===== config.mk =====
export PLATFORM = sky130hd
export DESIGN_NAME = presence_dwell_event_detector
export DESIGN_NICKNAME = d
export VERILOG_FILES = /design/src/rtl/pded_pkg.sv /design/src/rtl/presence_dwell_event_detector.sv
export SDC_FILE = /design/constraint.sdc
export NUM_CORES = 1
export LEC_CHECK = 0
export BUFFER_PORTS_ARGS = -buffer_cell sky130_fd_sc_hd__buf_2
export CAP_MARGIN = 20
export CORE_ASPECT_RATIO = 1.4
export CORE_UTILIZATION = 64
export CTS_BUF_LIST = sky130_fd_sc_hd__clkbuf_2
export DETAILED_ROUTE_END_ITERATION = 8
export PLACE_DENSITY = 0.83
export SYNTH_ARGS = -nofsm -noshare
export SYNTH_HDL_FRONTEND = slang
export SYNTH_SLANG_ARGS = --single-unit

===== constraint.sdc =====
create_clock -name clk -period 7 [get_ports clk]
set_input_delay 0.35 -clock clk [delete_from_list [all_inputs] [get_ports clk]]
set_output_delay 0.35 -clock clk [all_outputs]
set_load 0.05 [all_outputs]

===== src/rtl/pded_pkg.sv =====
`timescale 1ns / 1ps

package pded_pkg;

    // Request codes on the action field
    typedef enum logic [1:0] {
        ACT_TICK        = 2'd0,
        ACT_TAKE_DETECT = 2'd1,
        ACT_TAKE_LEAVE  = 2'd2,
        ACT_CLEAR       = 2'd3
    } action_t;

    // Configuration register indexes
    typedef enum logic [1:0] {
        CFG_ENABLED         = 2'd0,
        CFG_DWELL_THRESHOLD = 2'd1,
        CFG_LEAVE_TIMEOUT   = 2'd2,
        CFG_UNUSED          = 2'd3
    } cfg_index_t;

    localparam int unsigned CFG_DATA_WIDTH = 16;
    localparam int unsigned START_OUT_WIDTH = 32;

    // Control flags of the detector
    typedef struct packed {
        logic sensor_state;
        logic barrier_valid;
        logic leave_timer_valid;
        logic detected_once;
        logic detect_flag;
        logic leave_flag;
    } det_flags_t;

    localparam det_flags_t FLAGS_CLEAR = '{default: 1'b0};

endpackage


===== src/rtl/presence_dwell_event_detector.sv =====
// Presence dwell event detector. Each request on the input channel is a sensor tick
// (action 0, with sensor_level), a take of the pending detect event (1), a take of the
// pending leave event (2) or a clear (3); every request yields exactly one result
// carrying the taken flag, the qualified barrier state, both pending flags and the
// tick count at which the current barrier began. One request is accepted per cycle:
// the detector state is updated by a single pass of logic (one increment, a subtract
// and compare against each threshold) and the result is held in an output register,
// so the result appears in the cycle after acceptance and a new request is taken
// whenever that register is empty or being emptied. Configuration writes (enabled,
// dwell_threshold, leave_timeout) are always ready and take effect on the next cycle.
`timescale 1ns / 1ps

module presence_dwell_event_detector #(
    parameter int unsigned TIME_WIDTH = 32
) (
    input  logic                                 clk,
    input  logic                                 rst_n,

    input  logic                                 cfg_valid,
    output logic                                 cfg_ready,
    input  logic [1:0]                           cfg_index,
    input  logic [pded_pkg::CFG_DATA_WIDTH-1:0]  cfg_data,

    input  logic                                 in_valid,
    output logic                                 in_ready,
    input  logic [1:0]                           action,
    input  logic                                 sensor_level,

    output logic                                 out_valid,
    input  logic                                 out_ready,
    output logic                                 event_taken,
    output logic                                 barrier_now,
    output logic                                 detect_pending,
    output logic                                 leave_pending,
    output logic [pded_pkg::START_OUT_WIDTH-1:0] barrier_start_time
);

    localparam int unsigned CW = pded_pkg::CFG_DATA_WIDTH;
    localparam int unsigned OW = pded_pkg::START_OUT_WIDTH;

    logic                   enabled_reg;
    logic [CW-1:0]          dwell_threshold_reg;
    logic [CW-1:0]          leave_timeout_reg;

    logic [TIME_WIDTH-1:0]  tick_count_reg,    tick_count_next;
    logic [TIME_WIDTH-1:0]  barrier_start_reg, barrier_start_next;
    logic [TIME_WIDTH-1:0]  leave_start_reg,   leave_start_next;
    pded_pkg::det_flags_t   flags_reg,         flags_next;

    logic                   out_valid_reg;
    logic                   event_taken_reg,   event_taken_next;
    logic [OW-1:0]          start_time_reg,    start_time_next;

    logic                   in_fire;
    logic [TIME_WIDTH-1:0]  now;
    logic [TIME_WIDTH-1:0]  barrier_elapsed;
    logic [TIME_WIDTH-1:0]  leave_elapsed;
    logic                   dwell_passed;
    logic                   timeout_passed;

    assign cfg_ready = 1'b1;
    assign in_ready  = !out_valid_reg || out_ready;
    assign in_fire   = in_valid && in_ready;

    assign now             = tick_count_reg + TIME_WIDTH'(1);
    assign barrier_elapsed = now - barrier_start_reg;
    assign leave_elapsed   = now - leave_start_reg;
    assign dwell_passed    = barrier_elapsed > TIME_WIDTH'(dwell_threshold_reg);
    assign timeout_passed  = leave_elapsed > TIME_WIDTH'(leave_timeout_reg);

    always_comb
    begin
        tick_count_next    = tick_count_reg;
        barrier_start_next = barrier_start_reg;
        leave_start_next   = leave_start_reg;
        flags_next         = flags_reg;
        event_taken_next   = 1'b0;

        case (pded_pkg::action_t'(action))
            pded_pkg::ACT_TICK:
            begin
                tick_count_next = now;
                if (enabled_reg && !flags_reg.leave_flag)
                begin
                    if (sensor_level == flags_reg.sensor_state)
                    begin
                        if (!sensor_level)
                        begin
                            if (flags_reg.leave_timer_valid && timeout_passed)
                            begin
                                flags_next.leave_flag = 1'b1;
                            end
                        end
                        else if (flags_reg.barrier_valid && !flags_reg.detected_once
                                 && dwell_passed)
                        begin
                            flags_next.detected_once = 1'b1;
                            flags_next.detect_flag   = 1'b1;
                        end
                    end
                    else if (sensor_level)
                    begin
                        // beam blocked: stop any leave timer, keep an earlier start
                        flags_next.sensor_state      = 1'b1;
                        flags_next.leave_timer_valid = 1'b0;
                        if (!flags_reg.barrier_valid)
                        begin
                            flags_next.barrier_valid = 1'b1;
                            barrier_start_next       = now;
                        end
                    end
                    else if (flags_reg.barrier_valid && dwell_passed)
                    begin
                        flags_next.sensor_state = 1'b0;
                        if (leave_timeout_reg == '0)
                        begin
                            flags_next.leave_flag = 1'b1;
                        end
                        else
                        begin
                            flags_next.leave_timer_valid = 1'b1;
                            leave_start_next             = now;
                        end
                    end
                    else
                    begin
                        // barrier too short: drop everything
                        flags_next         = pded_pkg::FLAGS_CLEAR;
                        barrier_start_next = '0;
                        leave_start_next   = '0;
                    end
                end
            end
            pded_pkg::ACT_TAKE_DETECT:
            begin
                if (enabled_reg && flags_reg.detect_flag)
                begin
                    flags_next.detect_flag = 1'b0;
                    event_taken_next       = 1'b1;
                end
            end
            pded_pkg::ACT_TAKE_LEAVE:
            begin
                if (enabled_reg && flags_reg.leave_flag)
                begin
                    flags_next.leave_flag = 1'b0;
                    event_taken_next      = 1'b1;
                end
            end
            default:
            begin
                flags_next         = pded_pkg::FLAGS_CLEAR;
                barrier_start_next = '0;
                leave_start_next   = '0;
            end
        endcase

        start_time_next = flags_next.barrier_valid ? OW'(barrier_start_next) : '0;
    end

    // Configuration registers
    always_ff @(posedge clk or negedge rst_n)
    begin
        if (!rst_n)
        begin
            enabled_reg         <= 1'b1;
            dwell_threshold_reg <= '0;
            leave_timeout_reg   <= '0;
        end
        else if (cfg_valid && cfg_ready)
        begin
            case (pded_pkg::cfg_index_t'(cfg_index))
                pded_pkg::CFG_ENABLED:         enabled_reg         <= cfg_data[0];
                pded_pkg::CFG_DWELL_THRESHOLD: dwell_threshold_reg <= cfg_data;
                pded_pkg::CFG_LEAVE_TIMEOUT:   leave_timeout_reg   <= cfg_data;
                default:                       ;
            endcase
        end
    end

    // Detector state, advanced once per accepted request
    always_ff @(posedge clk or negedge rst_n)
    begin
        if (!rst_n)
        begin
            tick_count_reg    <= '0;
            barrier_start_reg <= '0;
            leave_start_reg   <= '0;
            flags_reg         <= pded_pkg::FLAGS_CLEAR;
        end
        else if (in_fire)
        begin
            tick_count_reg    <= tick_count_next;
            barrier_start_reg <= barrier_start_next;
            leave_start_reg   <= leave_start_next;
            flags_reg         <= flags_next;
        end
    end

    // Result register
    always_ff @(posedge clk or negedge rst_n)
    begin
        if (!rst_n)
        begin
            out_valid_reg <= 1'b0;
        end
        else if (in_fire)
        begin
            out_valid_reg <= 1'b1;
        end
        else if (out_ready)
        begin
            out_valid_reg <= 1'b0;
        end
    end

    always_ff @(posedge clk)
    begin
        if (in_fire)
        begin
            event_taken_reg <= event_taken_next;
            start_time_reg  <= start_time_next;
        end
    end

    // Flags in the result mirror the state left by the last request
    assign out_valid          = out_valid_reg;
    assign event_taken        = event_taken_reg;
    assign barrier_now        = flags_reg.sensor_state;
    assign detect_pending     = flags_reg.detect_flag;
    assign leave_pending      = flags_reg.leave_flag;
    assign barrier_start_time = start_time_reg;

    a_detect_needs_once : assert property (@(posedge clk) disable iff (!rst_n)
        flags_reg.detect_flag |-> flags_reg.detected_once)
        else $error("detect pending without a qualified barrier");

    a_leave_timer_needs_barrier : assert property (@(posedge clk) disable iff (!rst_n)
        flags_reg.leave_timer_valid |-> flags_reg.barrier_valid)
        else $error("leave timer running without a barrier start");

    a_once_needs_barrier : assert property (@(posedge clk) disable iff (!rst_n)
        flags_reg.detected_once |-> flags_reg.barrier_valid)
        else $error("detection latched without a barrier start");

    a_tick_advances : assert property (@(posedge clk) disable iff (!rst_n)
        (in_fire && action == pded_pkg::ACT_TICK)
        |=> tick_count_reg == $past(tick_count_reg) + TIME_WIDTH'(1))
        else $error("tick request did not advance the tick count");

    a_detect_take : assert property (@(posedge clk) disable iff (!rst_n)
        (in_fire && action == pded_pkg::ACT_TAKE_DETECT && enabled_reg
         && flags_reg.detect_flag)
        |=> out_valid_reg && event_taken_reg && !flags_reg.detect_flag)
        else $error("pending detect event not consumed by take request");

endmodule

==> impl_results.md, run 1 <==
* Status: complete, no violations
* Worst setup SP type: flip-flop
* Final Slew Violations at 0
* RSZ-0062 raised after global routing: no
* Grt ovf at 0
* Fraction of layout cells with a size suffix above 1 at 13.2%
* Initial drt markers at 906
* CTS max path bufs at 2
* Synth Area per Inst at 9.00 um^2
* Comb power frac at 42.4%
* CTS Buf Count at 17
* Post-synthesis register bit count at 169
* Most instantiated cells after synthesis: dfrtp_1, inv_1, nand2_1
* I/O Pins at 65
* Core Area at 18,700 um^2
* Max Cap Viol at 0
* Syn Inst Count at 1,362
* Pwr dens at 220 nW/um^2
* Power Total at 2.94 mW
* Global Route Usage Sum at 35.7%
* Cell Area, Placed at 12,900 um^2
* Worst slew margin at 30.8%
* DP HPWL at 25,200 um
* CP Max Fanout at 8
* Starting Density at 65.7%
* Netlist cell types at 83
* Die Width at 119 um
* Final setup viols at 0
* Critical path required time at 7.63 ns
* Seq/Total Area, Yosys at 35.8%
* Initial DRT Pass Iterations at 8
* Initial antenna violation count at 1
* Ys Warns at 0
* Clock Sink Count at 169
* Clock latency on the worst-skew pair at 0.83 ns
* Die H at 166 um
* Synthesized cell area at 12,300 um^2
* Number of global-route vias before repair at 11,100
* Top cells by area, synth: dfrtp_1, ha_1, edfxtp_1, xnor2_1, inv_1
* # fillers at 1,449
* XOR/XNOR share of the synthesized area at 7.84%
* CTS H-tree depth at 4
* Clk pwr share at 18.7%
* Final Hold Fails at 0
* Share of power burned in registers at 38.9%
* Setup_tns at 0 ns
* WL per Instance at 20.0 um
* Pin count of the biggest net entering global routing at 80
* Crit Path Class: reg -> reg
* TritonCTS clock tree: built
* Internal power at 1.73 mW
* Top sig layer: met4
* Area leader, netlist: dfrtp_1
* Multiplexer area fraction after synthesis at 3.59%
* Final ANT Viol Nets at 0
* Min-delay worst type: in -> async
* Top cell type's share of synthesized area at 27.5%
* F_max at 156 MHz
* DRT Wirelength at 34,000 um
* Nets at 1,568
* Crit path DAT at 7.03 ns
* Compound-Gate Fraction of Synth Area at 21.2%
* Design area at 13,400 um^2
* Met2 WL at 16,800 um
* Syn nets at 1,491
* First-pass GRT wire length at 55,400 um
* CP endpoint kind: flip-flop
* Sw Ratio at 41.3%
* Post-synth top flop: dfrtp_1
* Gpl congestion at 0.959
* Clock tree root driver cell: clkbuf_2
* Maximum VDD drop at 249 uV
* Post-route minimum period at 6.40 ns
* Cell with the most instances after synthesis: dfrtp_1
* Fraction of the mapped netlist area in adder cells at 10.6%
* WL met3 at 1950 um
* Net Sw Power at 1.22 mW
* Routed vias/inst at 6.37
* PortBufs at 63
* Largest family of logic cells by synthesized area: compound AO/OA/AOI/OAI gates
* Die area at 19,700 um^2
* Setup Skew at 0.0505 ns
* # DRC at 0
* Ys async rst share at 80.5%
* Post-Synth Simple-Gate Area at 15.0%
* Area Overhead vs Synth at 9.26%
* M1 wire length at 12,900 um
* Final Cycle Share at 91.5%
* Post-synth EDFFs at 33
* CTS clk-pin slew, worst paths at 0.30 ns
* Slew @ Worst Pin at 1.04 ns
* Std-Cell Rows at 59
* Leakage power at 6.10 nW
* Vias at 10,800
per-stage QoR:
step	cells	hold WS, ns	utilization (%)	setup WS, ns
2_1_floorplan	1362	0.0544	-	1.41
3_3_place_gp	1641	0.429	69.1	0.559
3_5_place_dp	1641	0.444	69.1	0.511
4_1_cts	1695	0.0806	71.6	0.418
5_1_grt	1697	0.106	71.7	0.0195
6_report	1697	0.0867	71.7	0.598
kinds of logic after synthesis:
logic type / Yosys count
AOI/OAI and AO/OA: 377
other: 1
and+or+nand+nor: 375
buffers and inverters: 189
muxes: 40
xor gates and xnor gates: 108
DFF: 169
adders and majority gates: 103
routing by layer:
layer / GRT usage (%) / up-vias
met1: 41.3 / 5172
met4: 23.3 / 0
met5: 0 / -
met2: 60.6 / 443
met3: 6.11 / 135
li1: - / 5056
final cells by class:
cell class | count | area (um^2) | area share [%]
multi-input cells | 1004 | 7170 | 53.5
flip-flops and latches | 169 | 4400 | 32.8
clock buffers | 17 | 85.1 | 0.635
clock inverters | 15 | 155 | 1.16
repair buffers | 115 | 792 | 5.91
well taps | 244 | 305 | 2.28
inverters | 132 | 495 | 3.70
diodes | 1 | 2.50 | 0.0187
repair_timing:
action                                  in CTS  in global routing
resized for setup                            0                  3
hold endpoints to repair                   113                  0
hold buffers                                22                  0
setup buffers                                0                  1
endpoints found under the setup margin       0                 91
power groups by stage:
stage          registers (mW)  logic, mW  clock network [mW]
6_report                 1.15       1.25               0.550
5_1_grt                  1.16       1.38               0.593
4_1_cts                  1.14       1.23               0.555
3_5_place_dp             1.16       1.21                   0
3_3_place_gp             1.16       1.17                   0
2_1_floorplan            1.17      0.861                   0
path summary, 6_finish.rpt:
path / from / to / slack [ns] / depth (start not counted)
max in group asynchronous: rst_n / leave_start_reg[5] / 5.62 / 3
setup reg to reg: tick_count_reg[0] / barrier_start_time[29] / 0.60 / 27
hold reg to reg: leave_start_reg[24] / leave_start_reg[24] / 0.52 / 2
hold / removal: rst_n / leave_start_reg[19] / 0.09 / 2
setup / recovery: tick_count_reg[0] / barrier_start_time[29] / 0.60 / 27
min in group clk: action[1] / detect_pending / 0.11 / 4
layout by cell type (no fill, tap or decap), types with 5 or more instances in the layout:
cell,count
mux2i_1,8
inv_1,131
edfxtp_1,33
nor3_1,14
nor2_1,93
nor2b_1,5
o211ai_1,21
or2_2,7
o21bai_1,5
a31oi_1,15
nor4_1,9
nand2b_1,18
dfrtp_1,134
mux2_2,32
clkbuf_2,17
o22ai_1,8
o21ai_0,68
nand4_1,30
xnor2_1,73
a22oi_1,26
a211oi_1,8
a221oi_1,5
a21oi_1,86
a211o_1,5
buf_2,62
xor2_1,32
dlygate4sd3_1,22
o21a_1,12
a21o_1,24
or3_1,5
nand2_1,116
nand3_1,41
buf_4,28
ha_1,101
inv_6,7
a22o_1,43
and3_1,14
critical path, cell delays in order, from the launching register on:
cell and delay, ns:
dfrtp_2 0.52, ha_1 0.25, nand3_1 0.22, xnor2_1 0.26, inv_1 0.14, ha_1 0.39, o211ai_1 0.12, a21oi_1 0.27
nor2_1 0.13, o21ai_0 0.34, a31oi_1 0.20, o21bai_1 0.17, a21oi_1 0.10, xnor2_1 0.15, ha_1 0.30, nand4_1 0.14
nor4_1 0.34, or3_1 0.16, a21oi_1 0.04, nor3_1 0.27, nand4_1 0.13, nor4_1 0.29, nand4_1 0.12, buf_4 0.19
o31ai_1 0.41, a31oi_1 0.18, a221oi_1 0.32, nor2_1 0.06
Power figures use the tool's default switching activity.
==> run 2, diff against run 1 <==
--- a/config.mk
+++ b/config.mk
@@ -8,10 +8,10 @@
 export BUFFER_PORTS_ARGS = -buffer_cell sky130_fd_sc_hd__buf_2
 export CAP_MARGIN = 20
 export CORE_ASPECT_RATIO = 1.4
-export CORE_UTILIZATION = 64
+export CORE_UTILIZATION = 66
 export CTS_BUF_LIST = sky130_fd_sc_hd__clkbuf_2
 export DETAILED_ROUTE_END_ITERATION = 8
-export PLACE_DENSITY = 0.83
+export PLACE_DENSITY = 0.85
 export SYNTH_ARGS = -nofsm -noshare
 export SYNTH_HDL_FRONTEND = slang
 export SYNTH_SLANG_ARGS = --single-unit
==> constraint.sdc (replaced) <==
create_clock -name clk -period 7.53 [get_ports clk]
set_input_delay 0.3765 -clock clk [delete_from_list [all_inputs] [get_ports clk]]
set_output_delay 0.3765 -clock clk [all_outputs]
set_load 0.1 [all_outputs]
==> run 2 against run 1 <==
  * Largest power group unchanged
  * Non-clock buffer count decreased by 10
  * First-iteration DRC count increased by 6.6%
  * Via count increased by 0.90%
  * Sequential share of layout area increased by 0.23 points
  * Count of clock-buffer cells in the layout unchanged
  * Core utilization increased by 1.9 points
  * Wire length decreased by 1.5%
  * Combinational power decreased by 4%
  * Sequential power decreased by 7%
==> impl_results.md, run 2 (synthesized netlist as in run 1, its figures left out) <==
* DRT Wirelength at 33,500 um (-1.5%)
* Crit Path Class: reg -> reg
* Min-delay worst type: in -> async
* Setup_tns at 0 ns (unchanged)
* I/O Pins at 65 (unchanged)
* Die H at 163 um (-1.5%)
* Register-to-Register Path Depth at 24 (-11%)
* Final setup viols at 0 (unchanged)
* Final Cycle Share at 94.2% (+2.7 points)
* Power Total at 2.81 mW (-4.7%)
* DP HPWL at 24,700 um (-2.1%)
* Slew @ Worst Pin at 1.13 ns (+0.0922 ns)
* # DRC at 0 (unchanged)
* CTS Buf Count at 17 (unchanged)
* Max Cap Viol at 0 (unchanged)
* Pwr dens at 211 nW/um^2 (-4.0%)
* Starting Density at 67.9% (+2.2 points)
* Critical path required time at 8.25 ns (+0.62 ns)
* Worst reg2reg setup slack at 0.44 ns (-0.16 ns)
* Initial drt markers at 966 (+6.6%)
* Crit path DAT at 7.82 ns (+0.79 ns)
* F_max at 141 MHz (-9.7%)
* CTS clk-pin slew, worst paths at 0.30 ns (about the same)
* Crit Reg-Reg Endpoint: leave_pending
* Status: complete, no violations
* Commonest non-fill, non-tap cell in the layout: dfrtp_1
* TritonCTS clock tree: built
* CP Max Fanout at 8 (unchanged)
* Leakage power at 6.05 nW (-0.83%)
* Clock latency on the worst-skew pair at 0.83 ns (about the same)
* WL per Instance at 19.9 um (-0.68%)
* Fraction of layout cells with a size suffix above 1 at 12.5% (-0.67 points)
* Std-Cell Rows at 58 (-1.7%)
* Nets at 1,558 (-0.64%)
* Worst setup SP type: flip-flop
* Most frequent cells in the layout: dfrtp_1, inv_1, nand2_1
* Pin count of the biggest net entering global routing at 78 (-2.5%)
* Worst slew margin at 24.6% (-6.1 points)
* Grt ovf at 0 (unchanged)
* Final Hold Fails at 0 (unchanged)
* CP endpoint kind: flip-flop
* CTS max path bufs at 2 (unchanged)
* Core Area at 18,100 um^2 (-3.2%)
* Maximum VDD drop at 242 uV (-2.8%)
* RSZ-0062 raised after global routing: no
* Die Width at 117 um (-1.5%)
* Post-route minimum period at 7.09 ns (+0.691 ns)
* Final Slew Violations at 0 (unchanged)
* Initial antenna violation count at 1 (unchanged)
* CTS H-tree depth at 4 (unchanged)
* Final ANT Viol Nets at 0 (unchanged)
* Clock Sink Count at 169 (unchanged)
* PortBufs at 63 (unchanged)
* CP Launch Point: tick_count_reg[0]
* Global Route Usage Sum at 36.7% (+0.96 points)
* Setup Skew at 0.0366 ns (-0.0139 ns)
* First-pass GRT wire length at 52,900 um (-4.4%)
* Area Overhead vs Synth at 8.46%
* Die area at 19,100 um^2 (-3.0%)
* Crit path to: leave_pending
* Clock tree root driver cell: clkbuf_2
* Worst r2r src: tick_count_reg[0]
* Routed vias/inst at 6.48 (+1.7%)
* Vias at 10,900 (+0.90%)
* Initial DRT Pass Iterations at 5 (-3)
* Number of global-route vias before repair at 10,600 (-4.9%)
* Gpl congestion at 0.933 (-2.7%)
## run 2: cell count changes in the layout (fill, tap and decap cells not counted), sizes merged
cell         delta
buf             -9
dlygate4sd3     -1
## run 2: area by class of cell
class | instances | area [um^2]
Multi-Input combinational cell | 1004 | 7160
Fill cell | 1362 | 4770
Sequential cell | 169 | 4400
Timing Repair Buffer | 105 | 689
Inverter | 132 | 495
Tap cell | 240 | 300
Clock inverter | 15 | 175
Clock buffer | 17 | 85.1
Antenna cell | 1 | 2.50
## run 2: what timing repair did
action                                 CTS  global route
setup endpoints to repair                0            21
endpoints found under the hold margin   93             0
gates resized for setup                  0             1
setup buffers                            0             4
hold buffers                            21             0
## run 2: critical path: stages, from the launching register on
cell and delay [ns]:
dfrtp_1 0.58, ha_1 0.27, nand3_1 0.27, nor3_4 0.42, nand3_1 0.15, xnor2_1 0.45, ha_1 0.39, a21o_1 0.22
a211oi_1 0.37, nand2_1 0.10, o21ai_0 0.53, a21boi_0 0.31, nor2_1 0.30, ha_1 0.30, nand4_1 0.09, nor2_1 0.10
o21ai_0 0.09, a21oi_1 0.12, nor3_1 0.35, a21oi_1 0.18, nor4_1 0.22, nand4_1 0.14, nor4_1 0.71, mux2i_1 0.25
o21ai_0 0.08
## run 2: power breakdown
| group | leakage [nW] | internal (mW) | switching, mW |
|---|---|---|---|
| Combinational | 3.76 | 0.471 | 0.733 |
| Sequential | 2.13 | 0.997 | 0.0704 |
| Clock | 0.150 | 0.142 | 0.392 |
## run 2: metrics by stage
stage | instance area (um^2) | setup WS (ns) | utilization [%] | std cells | hold slack (ns)
after floorplan | 12300 | 1.94 | - | 1362 | 0.0809
after global placement | 12800 | 0.884 | 70.8 | 1625 | 0.389
after detailed placement | 12800 | 0.661 | 70.8 | 1625 | 0.393
after CTS | 13300 | 0.608 | 73.4 | 1678 | 0.0319
after global routing | 13300 | 0.0686 | 73.6 | 1683 | 0.0789
final | 13300 | 0.437 | 73.6 | 1683 | 0.0389
## run 2: worst min path at each step
stage                     slack (ns)  cells after the start                  end         start
after floorplan                 0.08                      0          barrier_now         rst_n
after global placement          0.39                      1  leave_start_reg[20]         rst_n
after detailed placement        0.39                      1  leave_start_reg[20]         rst_n
after CTS                       0.03                      4          barrier_now  sensor_level
after global routing            0.08                      4          barrier_now  sensor_level
final                           0.04                      2  leave_start_reg[20]         rst_n
## run 2: routing by layer
metal | global-route usage, % | part of all wire [%]
met2 | 62.4 | 50
met1 | 42.5 | 37
met5 | 0 | 0
met4 | 22.8 | 6.3
met3 | 5.86 | 6.1
==> run 3, diff against run 2 <==
--- a/config.mk
+++ b/config.mk
@@ -5,13 +5,13 @@
 export SDC_FILE = /design/constraint.sdc
 export NUM_CORES = 1
 export LEC_CHECK = 0
-export BUFFER_PORTS_ARGS = -buffer_cell sky130_fd_sc_hd__buf_2
 export CAP_MARGIN = 20
 export CORE_ASPECT_RATIO = 1.4
 export CORE_UTILIZATION = 66
 export CTS_BUF_LIST = sky130_fd_sc_hd__clkbuf_2
 export DETAILED_ROUTE_END_ITERATION = 8
-export PLACE_DENSITY = 0.85
+export DONT_BUFFER_PORTS = 1
+export PLACE_DENSITY = 0.82
 export SYNTH_ARGS = -nofsm -noshare
 export SYNTH_HDL_FRONTEND = slang
 export SYNTH_SLANG_ARGS = --single-unit
==> run 3 against run 2 <==
  * Sequential power increased by 7%
  * Maximum frequency increased by 0.63%
  * Die area unchanged
  * Global-route usage decreased by 0.35 points
  * Wire length decreased by 1.3%
  * Critical path type unchanged
  * Largest cell class unchanged
  * Largest power group is now sequential cells
==> impl_results.md, run 3 (synthesized netlist as in run 1, its figures left out) <==
* Crit Path Class: reg -> reg
* CTS clk-pin slew, worst paths at 0.28 ns (-0.02 ns)
* Clock Sink Count at 169 (unchanged)
* I/O Pins at 65 (unchanged)
* CTS Buf Count at 17 (unchanged)
* Vias at 10,500 (-3.5%)
* First-pass GRT wire length at 52,400 um (-1.1%)
* Critical path required time at 8.11 ns (-0.14 ns)
* Crit path max-delay cell type: dfrtp_1
* WL per Instance at 20.4 um (+2.6%)
* Sw Ratio at 41.3% (-1.3 points)
* Area Overhead vs Synth at 6.07%
* Final Slew Violations at 0 (unchanged)
* Initial DRT Pass Iterations at 7 (+2)
* F_max at 142 MHz (+0.63%)
* CP max stage delay at 0.56 ns (-0.15 ns)
* Max Cap Viol at 0 (unchanged)
* Fraction of layout cells with a size suffix above 1 at 8.20% (-4.3 points)
* CTS max path bufs at 2 (unchanged)
* Die H at 163 um (unchanged)
* CTS H-tree depth at 4 (unchanged)
* Grt ovf at 0 (unchanged)
* Initial drt markers at 842 (-13%)
* Status: complete, no violations
* Min-delay worst type: in -> reg
* Global Route Usage Sum at 36.3% (-0.35 points)
* Nets at 1,494 (-4.1%)
* Clock tree root driver cell: clkbuf_2
* Net Sw Power at 1.13 mW (-5.1%)
* Clk pwr share at 18.9% (about the same)
* Die area at 19,100 um^2 (unchanged)
* Worst slew margin at 26.8% (+2.2 points)
* Slew @ Worst Pin at 1.10 ns (-0.0324 ns)
* DP HPWL at 24,200 um (-2.2%)
* Setup Skew at 0.0396 ns (+0.00306 ns)
* Final Cycle Share at 93.6% (-0.59 points)
* Setup_tns at 0 ns (unchanged)
* PortBufs at 0 (-100%)
* Final Hold Fails at 0 (unchanged)
* Gpl congestion at 0.984 (+5.5%)
* # fillers at 1,386 (+1.8%)
* Clock latency on the worst-skew pair at 0.80 ns (-0.03 ns)
* Internal power at 1.61 mW (+0.16%)
* Worst path most repeated cell: nand4_1
* CP endpoint kind: flip-flop
* Maximum VDD drop at 222 uV (-8.2%)
* Commonest non-fill, non-tap cell in the layout: dfrtp_1
* Worst setup SP type: flip-flop
* Final setup viols at 0 (unchanged)
* # DRC at 0 (unchanged)
* Initial antenna violation count at 1 (unchanged)
* Starting Density at 67.9% (unchanged)
* Std-Cell Rows at 58 (unchanged)
* Comb power frac at 39.8% (-3.1 points)
* Share of power burned in registers at 41.3% (+3.2 points)
* Crit path DAT at 7.63 ns (-0.19 ns)
* RSZ-0062 raised after global routing: no
* Pwr dens at 211 nW/um^2 (+0.13%)
* Number of global-route vias before repair at 10,400 (-1.6%)
* Worst reg2reg setup slack at 0.48 ns (+0.04 ns)
* TritonCTS clock tree: built
* Leakage power at 5.79 nW (-4.3%)
* Post-route minimum period at 7.05 ns (-0.0444 ns)
* Pin count of the biggest net entering global routing at 137 (+76%)
* Die Width at 117 um (unchanged)
* Final ANT Viol Nets at 0 (unchanged)
* CP Max Fanout at 22 (+14)
* Most frequent cells in the layout: dfrtp_1, inv_1, nand2_1
* Fin util at 72.0% (-1.6 points)
* Routed vias/inst at 6.50 (+0.35%)
* DRT Wirelength at 33,100 um (-1.3%)
* Core Area at 18,100 um^2 (unchanged)
[run 3: final cells by class]
class / count / area [um^2] / share of cell area (%)
Clock buffer: 17 / 85.1 / 0.654
Clock inverter: 15 / 166 / 1.28
Multi-Input combinational cell: 1004 / 7170 / 55.1
Antenna cell: 1 / 2.50 / 0.0192
Sequential cell: 169 / 4400 / 33.8
Timing Repair Buffer: 41 / 398 / 3.06
Inverter: 132 / 495 / 3.81
Tap cell: 240 / 300 / 2.31
[run 3: power groups by stage]
| stage | clock [mW] | sequential (mW) | combinational [mW] |
|---|---|---|---|
| 2_1_floorplan | 0 | 1.12 | 0.803 |
| 3_3_place_gp | 0 | 1.15 | 1.01 |
| 3_5_place_dp | 0 | 1.15 | 1.04 |
| 4_1_cts | 0.524 | 1.13 | 1.07 |
| 5_1_grt | 0.557 | 1.14 | 1.22 |
| 6_report | 0.519 | 1.14 | 1.09 |
[run 3: worst paths after layout]
path	startpoint	endpoint	depth (start not counted)
worst max-delay path	tick_count_reg[0]	barrier_start_time[18]	26
max in group asynchronous	rst_n	tick_count_reg[5]	2
worst min register to register	leave_start_reg[29]	leave_start_reg[29]	2
worst max register to register	tick_count_reg[0]	barrier_start_time[18]	26
min in group asynchronous	rst_n	barrier_start_reg[24]	2
worst min-delay path	action[1]	barrier_now	2
[run 3: per-stage QoR]
step	hold slack (ns)	cell area, um^2	worst slack [ns]	instances	total power, mW
6_report	0.0273	13000	0.481	1619	2.75
3_3_place_gp	0.0873	12500	0.810	1562	2.16
4_1_cts	0.00540	13000	0.510	1618	2.73
3_5_place_dp	0.0898	12500	0.560	1562	2.19
5_1_grt	0.0338	13000	0.0609	1619	2.92
2_1_floorplan	0.0809	12300	1.94	1362	1.93
[run 3: metal layers]
layer,vias to the layer above,wire (um),global-route usage (%)
met5,-,0,0
met4,0,1860,21.7
met3,109,2020,6.64
met2,437,16500,61.4
met1,5078,12700,42.3
li1,4901,-,-
[run 3: critical path: cells and delay by family, from the launching register on]
kind	cells	cell delay (ns)
buf+inv	3	0.46
xor+xnor	2	0.57
flops	1	0.56
compound gates	7	2.10
simple gates	12	2.43
fa+ha+maj	2	0.69
[run 3: what timing repair did]
item,4_1_cts,5_1_grt
hold endpoints to repair,174,0
gates resized for setup,0,2
endpoints found under the setup margin,0,22
setup buffers,0,0
hold buffers,24,0
